==> src/rtl/dstp_pkg.sv <==
// Package for the decimal scientific text parser: character codes, limits,
// field widths and the parser phase type. No dependencies.
`default_nettype none

package dstp_pkg;

  localparam int unsigned MANT_DIGITS = 18;
  localparam int unsigned MANT_W      = 60;
  localparam int unsigned SIG_W       = 5;
  localparam int unsigned CNT_W       = 8;
  localparam int unsigned EXPV_W      = 14;
  localparam int unsigned EXPO_W      = 15;
  localparam int unsigned OUT_W       = 80;

  localparam logic [CNT_W-1:0]  COUNT_MAX = 8'd255;
  localparam logic [EXPV_W-1:0] EXP_MAX   = 14'd16383;

  localparam logic [7:0] CH_NUL   = 8'h00;
  localparam logic [7:0] CH_TAB   = 8'h09;
  localparam logic [7:0] CH_CR    = 8'h0D;
  localparam logic [7:0] CH_SPACE = 8'h20;
  localparam logic [7:0] CH_PLUS  = 8'h2B;
  localparam logic [7:0] CH_MINUS = 8'h2D;
  localparam logic [7:0] CH_DOT   = 8'h2E;
  localparam logic [7:0] CH_ZERO  = 8'h30;
  localparam logic [7:0] CH_NINE  = 8'h39;
  localparam logic [7:0] CH_E_UP  = 8'h45;
  localparam logic [7:0] CH_E_LO  = 8'h65;

  typedef enum logic [6:0] {
    PH_SKIP    = 7'b0000001,
    PH_INT     = 7'b0000010,
    PH_FRAC    = 7'b0000100,
    PH_EXPSIGN = 7'b0001000,
    PH_EXPDIG  = 7'b0010000,
    PH_DONE    = 7'b0100000,
    PH_WAIT    = 7'b1000000
  } phase_e;

endpackage

`default_nettype wire

==> src/rtl/decimal_scientific_text_parser_top.sv <==
// Top level of the decimal scientific text parser: input register, parser
// state update and result register. Depends on dstp_pkg.
`default_nettype none

// Takes one text byte per word and returns one result word per string, at
// its final byte or at the first NUL byte. A byte passes the input register,
// then the parser update that writes the result register. A new byte is
// taken every cycle while the result side keeps up; only a byte that emits a
// result (a string end or the first NUL) waits for the result register.
// Result: mantissa of up to 18 significant digits, net decimal exponent
// clamped to +-16383, and flags for dropped digits and saturation. Bytes
// after a NUL up to the end of that string are discarded.
module decimal_scientific_text_parser_top
  import dstp_pkg::*;
(
  input  wire logic             clk_i,
  input  wire logic             rst_ni,
  input  wire logic             s_axis_tvalid_i,
  output logic                  s_axis_tready_o,
  input  wire logic [7:0]       s_axis_tdata_i,   // [7:0] char_code
  input  wire logic             s_axis_tlast_i,   // string_end
  output logic                  m_axis_tvalid_o,
  input  wire logic             m_axis_tready_i,
  // [0] negative, [60:1] mantissa, [75:61] decimal_exponent,
  // [76] digits_dropped, [77] exponent_saturated, [79:78] zero
  output logic [OUT_W-1:0]      m_axis_tdata_o
);

  // input register
  logic             in_valid_q;
  logic [7:0]       in_char_q;
  logic             in_last_q;

  // parser state
  phase_e            phase_q, phase_p, phase_d;
  logic              minus_q, minus_p;
  logic [MANT_W-1:0] acc_q, acc_p;
  logic [SIG_W-1:0]  sig_q, sig_p;
  logic [CNT_W-1:0]  frac_q, frac_p;
  logic [CNT_W-1:0]  drop_q, drop_p;
  logic [EXPV_W-1:0] expv_q, expv_p;
  logic              exp_minus_q, exp_minus_p;
  logic              dropped_q, dropped_p;
  logic              sat_q, sat_p;

  // result register
  logic              out_valid_q;
  logic [OUT_W-1:0]  out_data_q, out_data_d;

  logic              is_digit, is_space, is_sign, is_e, is_dot, is_nul;
  logic [3:0]        digit;
  logic              parse_en, take_mant, take_exp, in_frac;
  phase_e            ph_eff;
  logic [MANT_W+3:0] acc_ten;
  logic [17:0]       exp_prod;
  logic signed [16:0] exp_s, exp_net, exp_clamp;
  logic              sat_out;
  logic              emit_now, out_free, advance;

  localparam logic signed [16:0] ExpMaxS = 17'sd16383;

  assign is_nul   = (in_char_q == CH_NUL);
  assign is_digit = (in_char_q >= CH_ZERO) && (in_char_q <= CH_NINE);
  assign is_space = (in_char_q == CH_SPACE) || ((in_char_q >= CH_TAB) && (in_char_q <= CH_CR));
  assign is_sign  = (in_char_q == CH_PLUS) || (in_char_q == CH_MINUS);
  assign is_e     = (in_char_q == CH_E_LO) || (in_char_q == CH_E_UP);
  assign is_dot   = (in_char_q == CH_DOT);
  assign digit    = in_char_q[3:0];

  assign parse_en = (phase_q != PH_WAIT) && !is_nul;
  assign acc_ten  = {acc_q, 3'b000} + {2'b00, acc_q, 1'b0};
  assign exp_prod = {1'b0, expv_q, 3'b000} + {3'b000, expv_q, 1'b0} + {14'd0, digit};

  always_comb begin
    phase_p     = phase_q;
    minus_p     = minus_q;
    acc_p       = acc_q;
    sig_p       = sig_q;
    frac_p      = frac_q;
    drop_p      = drop_q;
    expv_p      = expv_q;
    exp_minus_p = exp_minus_q;
    dropped_p   = dropped_q;
    sat_p       = sat_q;
    take_mant   = 1'b0;
    take_exp    = 1'b0;
    in_frac     = 1'b0;

    // a non-blank, non-sign byte in the blank phase is read as an integer byte
    ph_eff = phase_q;
    if (phase_q == PH_SKIP && !is_space && !is_sign) begin
      ph_eff = PH_INT;
      phase_p = PH_INT;
    end

    if (parse_en) begin
      case (ph_eff)
        PH_SKIP: begin
          if (is_sign) begin
            minus_p = (in_char_q == CH_MINUS);
            phase_p = PH_INT;
          end
        end
        PH_INT: begin
          if (is_digit) take_mant = 1'b1;
          else if (is_dot) phase_p = PH_FRAC;
          else if (is_e) phase_p = PH_EXPSIGN;
          else phase_p = PH_DONE;
        end
        PH_FRAC: begin
          if (is_digit) begin
            take_mant = 1'b1;
            in_frac   = 1'b1;
          end else if (is_e) phase_p = PH_EXPSIGN;
          else phase_p = PH_DONE;
        end
        PH_EXPSIGN: begin
          if (is_sign) begin
            exp_minus_p = (in_char_q == CH_MINUS);
            phase_p     = PH_EXPDIG;
          end else if (is_digit) begin
            take_exp = 1'b1;
            phase_p  = PH_EXPDIG;
          end else phase_p = PH_DONE;
        end
        PH_EXPDIG: begin
          if (is_digit) take_exp = 1'b1;
          else phase_p = PH_DONE;
        end
        default: ;
      endcase
    end else begin
      phase_p = phase_q;
    end

    if (take_mant) begin
      if (acc_q == '0 && digit == 4'd0) begin
        // leading zero: no capacity used, still scales in the fraction
        if (in_frac) begin
          if (frac_q == COUNT_MAX) sat_p = 1'b1;
          else frac_p = frac_q + 1'b1;
        end
      end else if (sig_q < SIG_W'(MANT_DIGITS)) begin
        acc_p = acc_ten[MANT_W-1:0] + {{(MANT_W-4){1'b0}}, digit};
        sig_p = sig_q + 1'b1;
        if (in_frac) begin
          if (frac_q == COUNT_MAX) sat_p = 1'b1;
          else frac_p = frac_q + 1'b1;
        end
      end else begin
        dropped_p = 1'b1;
        if (!in_frac) begin
          if (drop_q == COUNT_MAX) sat_p = 1'b1;
          else drop_p = drop_q + 1'b1;
        end
      end
    end

    if (take_exp) begin
      if (exp_prod > {4'd0, EXP_MAX}) begin
        expv_p = EXP_MAX;
        sat_p  = 1'b1;
      end else begin
        expv_p = exp_prod[EXPV_W-1:0];
      end
    end
  end

  // net exponent from the updated state
  always_comb begin
    exp_s   = $signed({3'b000, expv_p});
    if (exp_minus_p) exp_s = -exp_s;
    exp_net = exp_s + $signed({9'd0, drop_p}) - $signed({9'd0, frac_p});
    sat_out = sat_p;
    exp_clamp = exp_net;
    if (exp_net > ExpMaxS) begin
      exp_clamp = ExpMaxS;
      sat_out   = 1'b1;
    end else if (exp_net < -ExpMaxS) begin
      exp_clamp = -ExpMaxS;
      sat_out   = 1'b1;
    end
    out_data_d = {2'b00, sat_out, dropped_p, exp_clamp[EXPO_W-1:0], acc_p, minus_p};
  end

  assign emit_now = (phase_q != PH_WAIT) && (is_nul || in_last_q);
  assign out_free = !out_valid_q || m_axis_tready_i;
  assign advance  = in_valid_q && (!emit_now || out_free);

  assign s_axis_tready_o = !in_valid_q || advance;
  assign m_axis_tvalid_o = out_valid_q;
  assign m_axis_tdata_o  = out_data_q;

  always_comb begin
    phase_d = phase_p;
    if (emit_now) phase_d = (is_nul && !in_last_q) ? PH_WAIT : PH_SKIP;
    else if (phase_q == PH_WAIT) phase_d = in_last_q ? PH_SKIP : PH_WAIT;
  end

  always_ff @(posedge clk_i or negedge rst_ni) begin
    if (!rst_ni) begin
      in_valid_q <= 1'b0;
    end else if (s_axis_tready_o) begin
      in_valid_q <= s_axis_tvalid_i;
    end
  end

  always_ff @(posedge clk_i) begin
    if (s_axis_tready_o && s_axis_tvalid_i) begin
      in_char_q <= s_axis_tdata_i;
      in_last_q <= s_axis_tlast_i;
    end
  end

  always_ff @(posedge clk_i or negedge rst_ni) begin
    if (!rst_ni) begin
      phase_q     <= PH_SKIP;
      minus_q     <= 1'b0;
      acc_q       <= '0;
      sig_q       <= '0;
      frac_q      <= '0;
      drop_q      <= '0;
      expv_q      <= '0;
      exp_minus_q <= 1'b0;
      dropped_q   <= 1'b0;
      sat_q       <= 1'b0;
    end else if (advance) begin
      phase_q <= phase_d;
      if (emit_now || phase_q == PH_WAIT) begin
        minus_q     <= 1'b0;
        acc_q       <= '0;
        sig_q       <= '0;
        frac_q      <= '0;
        drop_q      <= '0;
        expv_q      <= '0;
        exp_minus_q <= 1'b0;
        dropped_q   <= 1'b0;
        sat_q       <= 1'b0;
      end else begin
        minus_q     <= minus_p;
        acc_q       <= acc_p;
        sig_q       <= sig_p;
        frac_q      <= frac_p;
        drop_q      <= drop_p;
        expv_q      <= expv_p;
        exp_minus_q <= exp_minus_p;
        dropped_q   <= dropped_p;
        sat_q       <= sat_p;
      end
    end
  end

  always_ff @(posedge clk_i or negedge rst_ni) begin
    if (!rst_ni) begin
      out_valid_q <= 1'b0;
    end else if (advance && emit_now) begin
      out_valid_q <= 1'b1;
    end else if (m_axis_tready_i) begin
      out_valid_q <= 1'b0;
    end
  end

  always_ff @(posedge clk_i) begin
    if (advance && emit_now) begin
      out_data_q <= out_data_d;
    end
  end

endmodule

`default_nettype wire

==> config.mk <==
export PLATFORM = sky130hd
export DESIGN_NAME = decimal_scientific_text_parser_top
export DESIGN_NICKNAME = d
export VERILOG_FILES = /design/src/rtl/dstp_pkg.sv /design/src/rtl/decimal_scientific_text_parser_top.sv
export SDC_FILE = /design/constraint.sdc
export NUM_CORES = 1
export LEC_CHECK = 0
export ABC_CLOCK_PERIOD_IN_PS = 8100
export BUFFER_PORTS_ARGS = -buffer_cell sky130_fd_sc_hd__buf_4
export CORE_MARGIN = 2
export CORE_UTILIZATION = 55
export DETAILED_ROUTE_END_ITERATION = 8
export GPL_ROUTABILITY_DRIVEN = 0
export PLACE_DENSITY_LB_ADDON = 0.05
export REMOVE_ABC_BUFFERS = 1
export SYNTH_ARGS = -nofsm -noshare
export SYNTH_HDL_FRONTEND = slang
export SYNTH_SLANG_ARGS = --single-unit
==> constraint.sdc <==
create_clock -name clk_i -period 8.1 [get_ports clk_i]
set_input_delay 0.405 -clock clk_i [delete_from_list [all_inputs] [get_ports clk_i]]
set_output_delay 0.405 -clock clk_i [all_outputs]
set_load 0.005 [all_outputs]
**Yosys cells after proc, flatten, opt, wreduce, memory -nomap -nowiden**

Index checks and enable logic that the tools add are counted.
W data, S select, Z words.

- Add/sub/neg operators: 10
- Multipliers: 0
- Divide/modulo/power cells: 0
- Magnitude comparators: 8
- Equality and inequality tests: 17
- Shifts and indexed selects: 0
- Mux-type cells: 72
- Bitwise logic cells: 0
- Reductions and logical operators: 37

Operator list:

| kind | count |
|---|---|
| $mux W60 | 4 |
| $mux W8 | 12 |
| $mux W7 | 10 |
| $add A60 B4 Y60 | 1 |
| $add A60 B60 Y60 | 1 |
| $logic_not A60 Y1 | 1 |
| $mux W14 | 3 |
| $pmux W7 S5 | 1 |
| $eq A8 B6 Y1 const B | 4 |
| $mux W1 | 31 |
| $mux W6 | 4 |
| $mux W5 | 4 |
| $add A17 B15 Y18 | 1 |
| $add A18 B4 Y18 | 1 |
| $gt A18 B14 Y1 const B | 1 |
| $add A17 B9 Y17 | 1 |
| $gt A17 B15 Y1 const B | 1 |
| $lt A17 B15 Y1 const B | 1 |
| $mux W17 | 1 |
| $neg A14 Y17 | 1 |
| $sub A17 B9 Y17 | 1 |
| $add A8 B1 Y8 const B | 2 |
| $eq A8 B7 Y1 const B | 2 |
| $eq A8 B8 Y1 const B | 2 |
| other kinds (26) | 53 |

- Flip-flop bits (word level): 195
- Latch bits: 0
- Bits in writable memories: 0
- Bits in read-only memories: 0
- Output and inout bits: 82
- Word-level logic and storage cells: 161
- Memories kept: 0

**Depth between registers and ports, before layout**

Gate-level depths: netlist (run 1).

- Word-level depth: 18
- Gate-level depth with buffers: 32
- Depth with buffers taken out: 31

**Least setup slack after synthesis (run 1)**

No wires, ideal clock.

- Path type: register to register
- Start: register in_char_q[3]
- End: register out_data_q[71], in the netlist m_axis_tdata_o[71] (data pin)
- Library setup time: 0.259 ns
- Arrival time: 6.420 ns
- Required time: 7.841 ns
- Slack: 1.421 ns
- Cell stages (with the launch flop): 31
- Period minus slack after synthesis: 6.679 ns
- Path through: edfxtp_1 > inv_1 > fa_1 > inv_1 > ha_1 > a211oi_1 > o211a_1 > o31ai_1 > nand3_1 > a31o_2 > nand2b_1 > o22ai_1 > ha_1 > or4b_4 > a21oi_1 > o21ai_0 > nand2_1 > xor2_1 > fa_1 > inv_1 > ha_1 > or3_1 > o21ai_0 > o21ai_0 > xnor2_1 > and4b_1 > nand3_1 > o311a_1 > a21oi_2 > buf_6 > o21ai_2

- Longest elaborated chain between the ends: 18
- Elaborated cells on any way between the ends: 56
- Classes of those cells: 4 x add/sub; 7 x order compare; 7 x eq/ne; 24 x mux; 14 x reduce/logical

RTL lines:

| element | line | text |
|---|---|---|
| start, declared | decimal_scientific_text_parser_top.sv:31 | `logic [7:0] in_char_q;` |
| start signal, assigned | decimal_scientific_text_parser_top.sv:210 | `in_char_q <= s_axis_tdata_i;` |
| parallel branches: the longest is 15 deep, another holds $add A18 B4 Y18 | -- |  |
| $sub A17 B9 Y17 * | decimal_scientific_text_parser_top.sv:173 | `exp_net = exp_s + $signed({9'd0, drop_p}) - $signed({9'd0, frac_p});` |
| $lt A17 B15 Y1 | decimal_scientific_text_parser_top.sv:179 | `end else if (exp_net < -ExpMaxS) begin` |
| $mux W15 | decimal_scientific_text_parser_top.sv:179 |  |
| end signal, assigned | decimal_scientific_text_parser_top.sv:265 | `out_data_q <= out_data_d;` |
| end, declared | decimal_scientific_text_parser_top.sv:48 | `logic [OUT_W-1:0] out_data_q, out_data_d;` |

Mark *: on every way between the ends.
A chain may end at the register's enable or synchronous reset.

**Worst setup path after layout (run 1)**

- Start: register in_char_q[3]
- End: register out_data_q[63], in the netlist m_axis_tdata_o[63] (data pin)

The elaborated chain is that of the path after synthesis.

==> results.toml, run 1 <==
[clocking]
clock_latency_ns = 0.44
cts_num_sinks = 195
cts_buffers = 17
clock_path_buffers = 2
cts_tree = "yes"
h-tree-depth = 4
clk_pin_slew_ns = 0.08
root_buffer = "clkbuf_16"

[detailed_routing]
drtIter0Drc = 768
routed_wl_mm = 35.7
routed_via_density = 6.08
vias = 11900
first_pass_iters = 6
drcViolationCount = 0
postRouteAntennaNets = 0
wl_per_cell_um = 18.3

[setup_path]
cpMaxStageDelayCell = "fa_1"
critPathMaxFanout = 13
crit_type = "flop to flop"
worstReg2RegStart = "in_char_q[3]$_DFFE_PP_"
r2r_slack_ns = 0.63
setup.worst_path.start = "in_char_q[3]$_DFFE_PP_"
cpPeakStageDelay_ns = 0.61
crit_path_start_kind = "flop"
crit_top_cell = "o21ai_0"
cp-end-kind = "flop"
critical_path_arrival_ns = 7.63
cp_data_required_time_ns = 8.27

[timing]
rsz0062_at_grt = "no"
final-hold-violation-count = 0
holdWs_ns = 0.142
final.min_clock_period_ns = 7.47
fin_ws_ns = 0.632
period_share_pct = 92.2
max_freq_mhz = 134
setup_viol = 0
max_slew_margin_pct = 20.9
finalMaxSlewViolations = 0
setup_tns_ns = 0
worst_pin_slew_ns = 1.18
skew_ns = 0.0132

[layout]
fin_area_um2 = 16200
num-nets-final = 1794
area_growth_pct = 10.7
fin_cells = 1954
antennaDiodeCount = 0
finalCoreUtilization_pct = 62.2
fill_cells = 2247
drive_gt1_share_pct = 12.7

[flow_run]
drv_cap = 0

[place]
placed_cell_area_um2 = 15600
dp_slack_ns = 0.613
dpl.cell_count = 1921
portBuffers = 92
hpwl_mm = 25.9

[min_path]
hold_path.class = "primary input to flop"
min_from = "s_axis_tdata_i[0]"

[logic_synthesis]
synth_top_cell_by_area = "dfrtp_1"
synth_area_leaders = "dfrtp_1 18%, edfxtp_1 18%, ha_1 14%"
synth_edf_count = 87
synth.top_cell.area_share_pct = 18.3
ys_seq_elements = 195
syn_area_um2 = 14600
ys.flop_type = "dfrtp_1"
yosysSeqAreaShare_pct = 36.3
syn-mean-instance-area_um2 = 9.49
synthArstFlopShare_pct = 55.4
ys.warnings.count = 0
synth_cells = 1542
synth.distinct_cells = 84

[outcome]
status = "finished, final reports clean"

[die]
die_h_um = 167
coreArea_um2 = 26100
ios = 95
initial_core_util_pct = 56.1
die_width_um = 167
fp-row-count = 59
die_area_um2 = 27900

[power_and_ir_drop]
max-vdd-ir-drop_mv = 0.0986
leakage_nw = 7.55
power_density_nw_per_um2 = 134
finalPower_mw = 2.16

[global_route]
grt_pass1_wl_mm = 59.0
grt_antenna_before_repair = 1
grt_pass1_vias = 11600
overflow = 0
grt_usage_pct = 25.7
grt_max_degree = 100
-- cells in the final DEF (no fill, tap or decap), types with 8 or more instances in the layout --
master     instances
nor2_1            95
nand4_1           25
clkbuf_16         17
and2_1             8
o21ai_2           10
buf_4            104
nand3_1           27
xnor2_1           56
xor2_1            47
nand2b_1          18
nor3_1            26
o21bai_1          15
fa_1              12
o21ai_0          126
a21o_1            29
o31ai_1           10
edfxtp_1          87
a211oi_1           8
nand2_1          147
a31oi_1           17
or2_2              9
and3_1            11
mux2_2            30
ha_1             163
dfrtp_1          107
a21oi_1          105
o21a_1            12
inv_1             63
nor4_1            30
nor2b_1           15
a22o_1            60
-- cells by family after synthesis --
group                      share of synthesized area (%)
other                                             0.0256
buffers and inverters                               3.36
muxes                                               2.58
adders and majority gates                           15.6
and+or+nand+nor                                     15.0
AOI/OAI and AO/OA                                   20.9
xor gates and xnor gates                            6.17
DFF                                                 36.3
-- state kept, by name, summed over array words and instances, names as in the netlist, 5 cells and up --
signal / count
m_axis_tdata_o: 78
drop_q: 8
frac_q: 8
sig_q: 5
phase_q: 7
in_char_q: 8
expv_q: 14
acc_q: 60
-- repair_timing --
action	CTS	global route
resized for setup	0	1
setup buffers	0	0
hold buffers	1	0
endpoints found under the setup margin	0	3
endpoints found under the hold margin	40	0
-- worst max-delay path: cells and delay by family, from the launching register on --
family	cells	cell delay, ns
AOI/OAI and AO/OA	12	2.51
buffers and inverters	4	0.48
DFF	1	0.48
adders and majority gates	5	1.84
and+or+nand+nor	7	1.56
xor gates and xnor gates	2	0.32
-- final cells by class --
| class | count | area (um^2) | area share (%) |
|---|---|---|---|
| multi-input combinational | 1224 | 8860 | 54.7 |
| sequential | 195 | 5320 | 32.8 |
| timing repair buffer | 105 | 791 | 4.88 |
| clock buffer | 18 | 429 | 2.65 |
| tap | 335 | 419 | 2.59 |
| inverter | 63 | 236 | 1.46 |
| clock inverter | 14 | 144 | 0.888 |
-- synthesized netlist by cell type, types with 4 or more instances --
cell type	instances
o211ai_1	7
o22ai_1	7
o32a_1	4
o21bai_1	15
o21ai_2	10
or3_1	6
and4_1	4
nand4_1	25
o21a_1	12
nand3_1	28
a31oi_1	17
a21o_1	29
buf_2	6
or2_2	9
nor2b_1	15
nor2_1	95
nor4_1	30
nand2b_1	19
a22o_1	60
a211oi_1	8
inv_1	63
nand2_1	147
xor2_1	47
ha_1	163
o211a_1	4
edfxtp_1	87
nor3b_1	4
a21oi_1	105
fa_1	12
buf_1	7
mux2_2	30
a221oi_1	5
nor3_1	26
o31ai_1	10
and2_1	9
and3_1	11
mux2i_1	4
clkbuf_1	44
dfrtp_1	107
o21ai_0	126
o21ai_1	6
xnor2_1	56
-- power by group --
group          total [mW]  switching (mW)  internal, mW
Sequential           1.09          0.0257          1.07
Clock               0.851           0.417         0.434
Combinational       0.219           0.135        0.0841
-- routing by layer --
| layer | part of all wire (%) | global-route usage, % | vias up |
|---|---|---|---|
| li1 | - | - | 5862 |
| met1 | 45 | 34.4 | 5690 |
| met2 | 49 | 44.1 | 283 |
| met3 | 4.0 | 3.29 | 43 |
| met4 | 2.0 | 7.46 | 2 |
| met5 | 0.036 | 0 | - |
-- worst paths after layout --
path	to	cells after the start
min in group asynchronous	acc_q[9]$_DFFE_PN0P_	2
worst min register to register	dropped_q$_DFFE_PN0P_	2
worst min-delay path	in_char_q[0]$_DFFE_PP_	1
worst max register to register	m_axis_tdata_o[63]$_SDFFCE_PN1P_	30
max in group asynchronous	acc_q[20]$_DFFE_PN0P_	3
worst max-delay path	m_axis_tdata_o[63]$_SDFFCE_PN1P_	30
No activity file was read; power rests on OpenSTA's default activity.
==> inputs of run 2 (changes only) <==
- ABC_AREA: unset -> 1
- SLEW_MARGIN: unset -> 10
==> run 2 against run 1 <==
Via count is 16% higher; critical path depth is 9 higher; non-clock buffer count is 1 lower; synthesized area is 5.8% higher; sequential power is 7% higher; die area is 5.7% higher; clock skew is 0.0029 ns higher; final cell count is 26% higher; hold slack worse by 0.079 ns; register-to-register slack better by 0.47 ns; largest power group unchanged.
==> results.toml, run 2 <==
[timing]
skew_ns = 0.0161
setup_tns_ns = 0
max_slew_margin_pct = 41.7
period_share_pct = 86.3
fin_ws_ns = 1.11
setup_viol = 0
holdWs_ns = 0.0630
worst_pin_slew_ns = 0.874
finalMaxSlewViolations = 0
final-hold-violation-count = 0
max_freq_mhz = 143
rsz0062_at_grt = "no"
final.min_clock_period_ns = 6.99

[clocking]
clock_path_buffers = 2
h-tree-depth = 4
cts_buffers = 17
clk_pin_slew_ns = 0.08
clock_latency_ns = 0.46
cts_setup_buffers = 0
cts_tree = "yes"
cts-resized-gates = 0
root_buffer = "clkbuf_16"
cts_hold_buf = 0
cts_num_sinks = 195

[logic_synthesis]
synth_top_cell_by_area = "dfrtp_1"
synth_edf_count = 87
synth_cells = 1990
yosysMostFrequentCell = "nand2_1"
syn_area_um2 = 15500
synthArstFlopShare_pct = 55.4
synth_area_leaders = "dfrtp_1 17%, edfxtp_1 17%, ha_1 13%"
ys.flop_type = "dfrtp_1"
ys_seq_elements = 195
ys_top_cells_by_count = "466 x nand2_1, 255 x inv_1, 163 x ha_1, 139 x nor2_1, 137 x o21ai_0"
synth.distinct_cells = 59
syn-mean-instance-area_um2 = 7.78
synth.top_cell.area_share_pct = 17.3
yosysSeqAreaShare_pct = 34.3
ys.warnings.count = 0

[layout]
drive_gt1_share_pct = 9.08
layout_commonest_cell = "nand2_1"
area_growth_pct = 10.5
finalCoreUtilization_pct = 61.5
fin_cells = 2460
largest_reg_flops = 78
fin_area_um2 = 17100
antennaDiodeCount = 0
num-nets-final = 2257
layout_common_cells = "465 x nand2_1, 253 x inv_1, 163 x ha_1, 138 x nor2_1, 137 x o21ai_0"

[die]
initial_core_util_pct = 55.7
die_width_um = 172
die_area_um2 = 29500
die_h_um = 172
fp-row-count = 61
ios = 95
coreArea_um2 = 27800

[place]
hpwl_mm = 29.6
placed_cell_area_um2 = 16500
dp_slack_ns = 1.18
dpl.cell_count = 2428
portBuffers = 92

[power_and_ir_drop]
p_seq_share_pct = 47.8
finalPower_mw = 2.45
power_switching_uw = 768
power_density_nw_per_um2 = 144
leakage_nw = 8.77
max-vdd-ir-drop_mv = 0.149
power_frac_comb_pct = 17.9
clkPwrFrac_pct = 34.3
p_int_mw = 1.69
swShare_pct = 31.3

[detailed_routing]
first_pass_iters = 6
drcViolationCount = 0
vias = 13800
routed_via_density = 5.60
postRouteAntennaNets = 0
drtIter0Drc = 1077
routed_wl_mm = 39.1
wl_per_cell_um = 15.9

[setup_path]
critical_path_arrival_ns = 7.20
worstReg2RegStart = "in_char_q[3]$_DFFE_PP_"
crit_top_cell = "nand2_1"
cp_data_required_time_ns = 8.31
crit_type = "flop to flop"
cpPeakStageDelay_ns = 0.54
timing.rr.end = "m_axis_tdata_o[65]$_SDFFCE_PN1P_"
r2r_slack_ns = 1.11
r2r_cells = 39
cp-end-kind = "flop"
crit_path_start_kind = "flop"
cpMaxStageDelayCell = "fa_1"
critPathMaxFanout = 21

[global_route]
grt_usage_pct = 27.5
grt_pass1_vias = 13200
overflow = 0
grt_pass1_wl_mm = 65.2
grt_max_degree = 77
grt_antenna_before_repair = 0

[flow_run]
drv_cap = 0

[outcome]
status = "finished, final reports clean"

[min_path]
hold_path.class = "primary input to async pin"
[run 2: critical path: cells and delay by family, from the launching register on]
kind / cells / cell delay (ns)
DFF: 1 / 0.49
adders and majority gates: 5 / 2.11
xor gates and xnor gates: 1 / 0.15
buffers and inverters: 4 / 0.46
AOI/OAI and AO/OA: 7 / 1.40
and+or+nand+nor: 22 / 2.13
[run 2: how the worst max path moves through the flow]
stage / startpoint / end
after global routing: in_char_q[3]$_DFFE_PP_ / m_axis_tdata_o[71]$_SDFFCE_PN1P_
final: in_char_q[3]$_DFFE_PP_ / m_axis_tdata_o[65]$_SDFFCE_PN1P_
after global placement: in_char_q[3]$_DFFE_PP_ / m_axis_tdata_o[66]$_SDFFCE_PN1P_
after floorplan: in_char_q[3]$_DFFE_PP_ / m_axis_tdata_o[62]$_SDFFCE_PN1P_
after CTS: in_char_q[3]$_DFFE_PP_ / m_axis_tdata_o[67]$_SDFFCE_PN1P_
after detailed placement: in_char_q[3]$_DFFE_PP_ / m_axis_tdata_o[67]$_SDFFCE_PN1P_
[run 2: cell families (layout without fill, tap and decap cells)]
logic type,Yosys count,count (layout),share of synthesized area (%)
buf+inv,319,410,8.09
fa+ha+maj,175,175,14.7
other cells,1,2,0.0242
simple gates,791,791,21.7
mux,1,1,0.0647
compound gates,416,416,15.8
xor+xnor,92,92,5.21
flops,195,195,34.3
[run 2: power by group through the flow]
| stage | Combinational, mW | Clock, mW | Sequential (mW) |
|---|---|---|---|
| after floorplan | 0.222 | 0 | 1.20 |
| after global placement | 0.432 | 0 | 1.19 |
| after detailed placement | 0.439 | 0 | 1.19 |
| after CTS | 0.442 | 0.852 | 1.17 |
| after global routing | 0.483 | 0.890 | 1.18 |
| final | 0.440 | 0.842 | 1.17 |
[run 2: per-layer routing]
| layer | track usage, % | up-vias | part of all wire [%] |
|---|---|---|---|
| li1 | - | 6893 | - |
| met1 | 38.4 | 6491 | 47 |
| met2 | 45.1 | 359 | 46 |
| met3 | 3.61 | 45 | 4.7 |
| met4 | 7.09 | 0 | 1.7 |
| met5 | 0 | - | 0 |
[run 2: final cells by class]
cell class,instances,area (um^2)
fill,2583,10700
tap,378,473
inverter,274,1030
clock buffer,17,425
timing repair buffer,104,781
clock inverter,15,143
sequential,195,5320
multi-input combinational,1477,8930
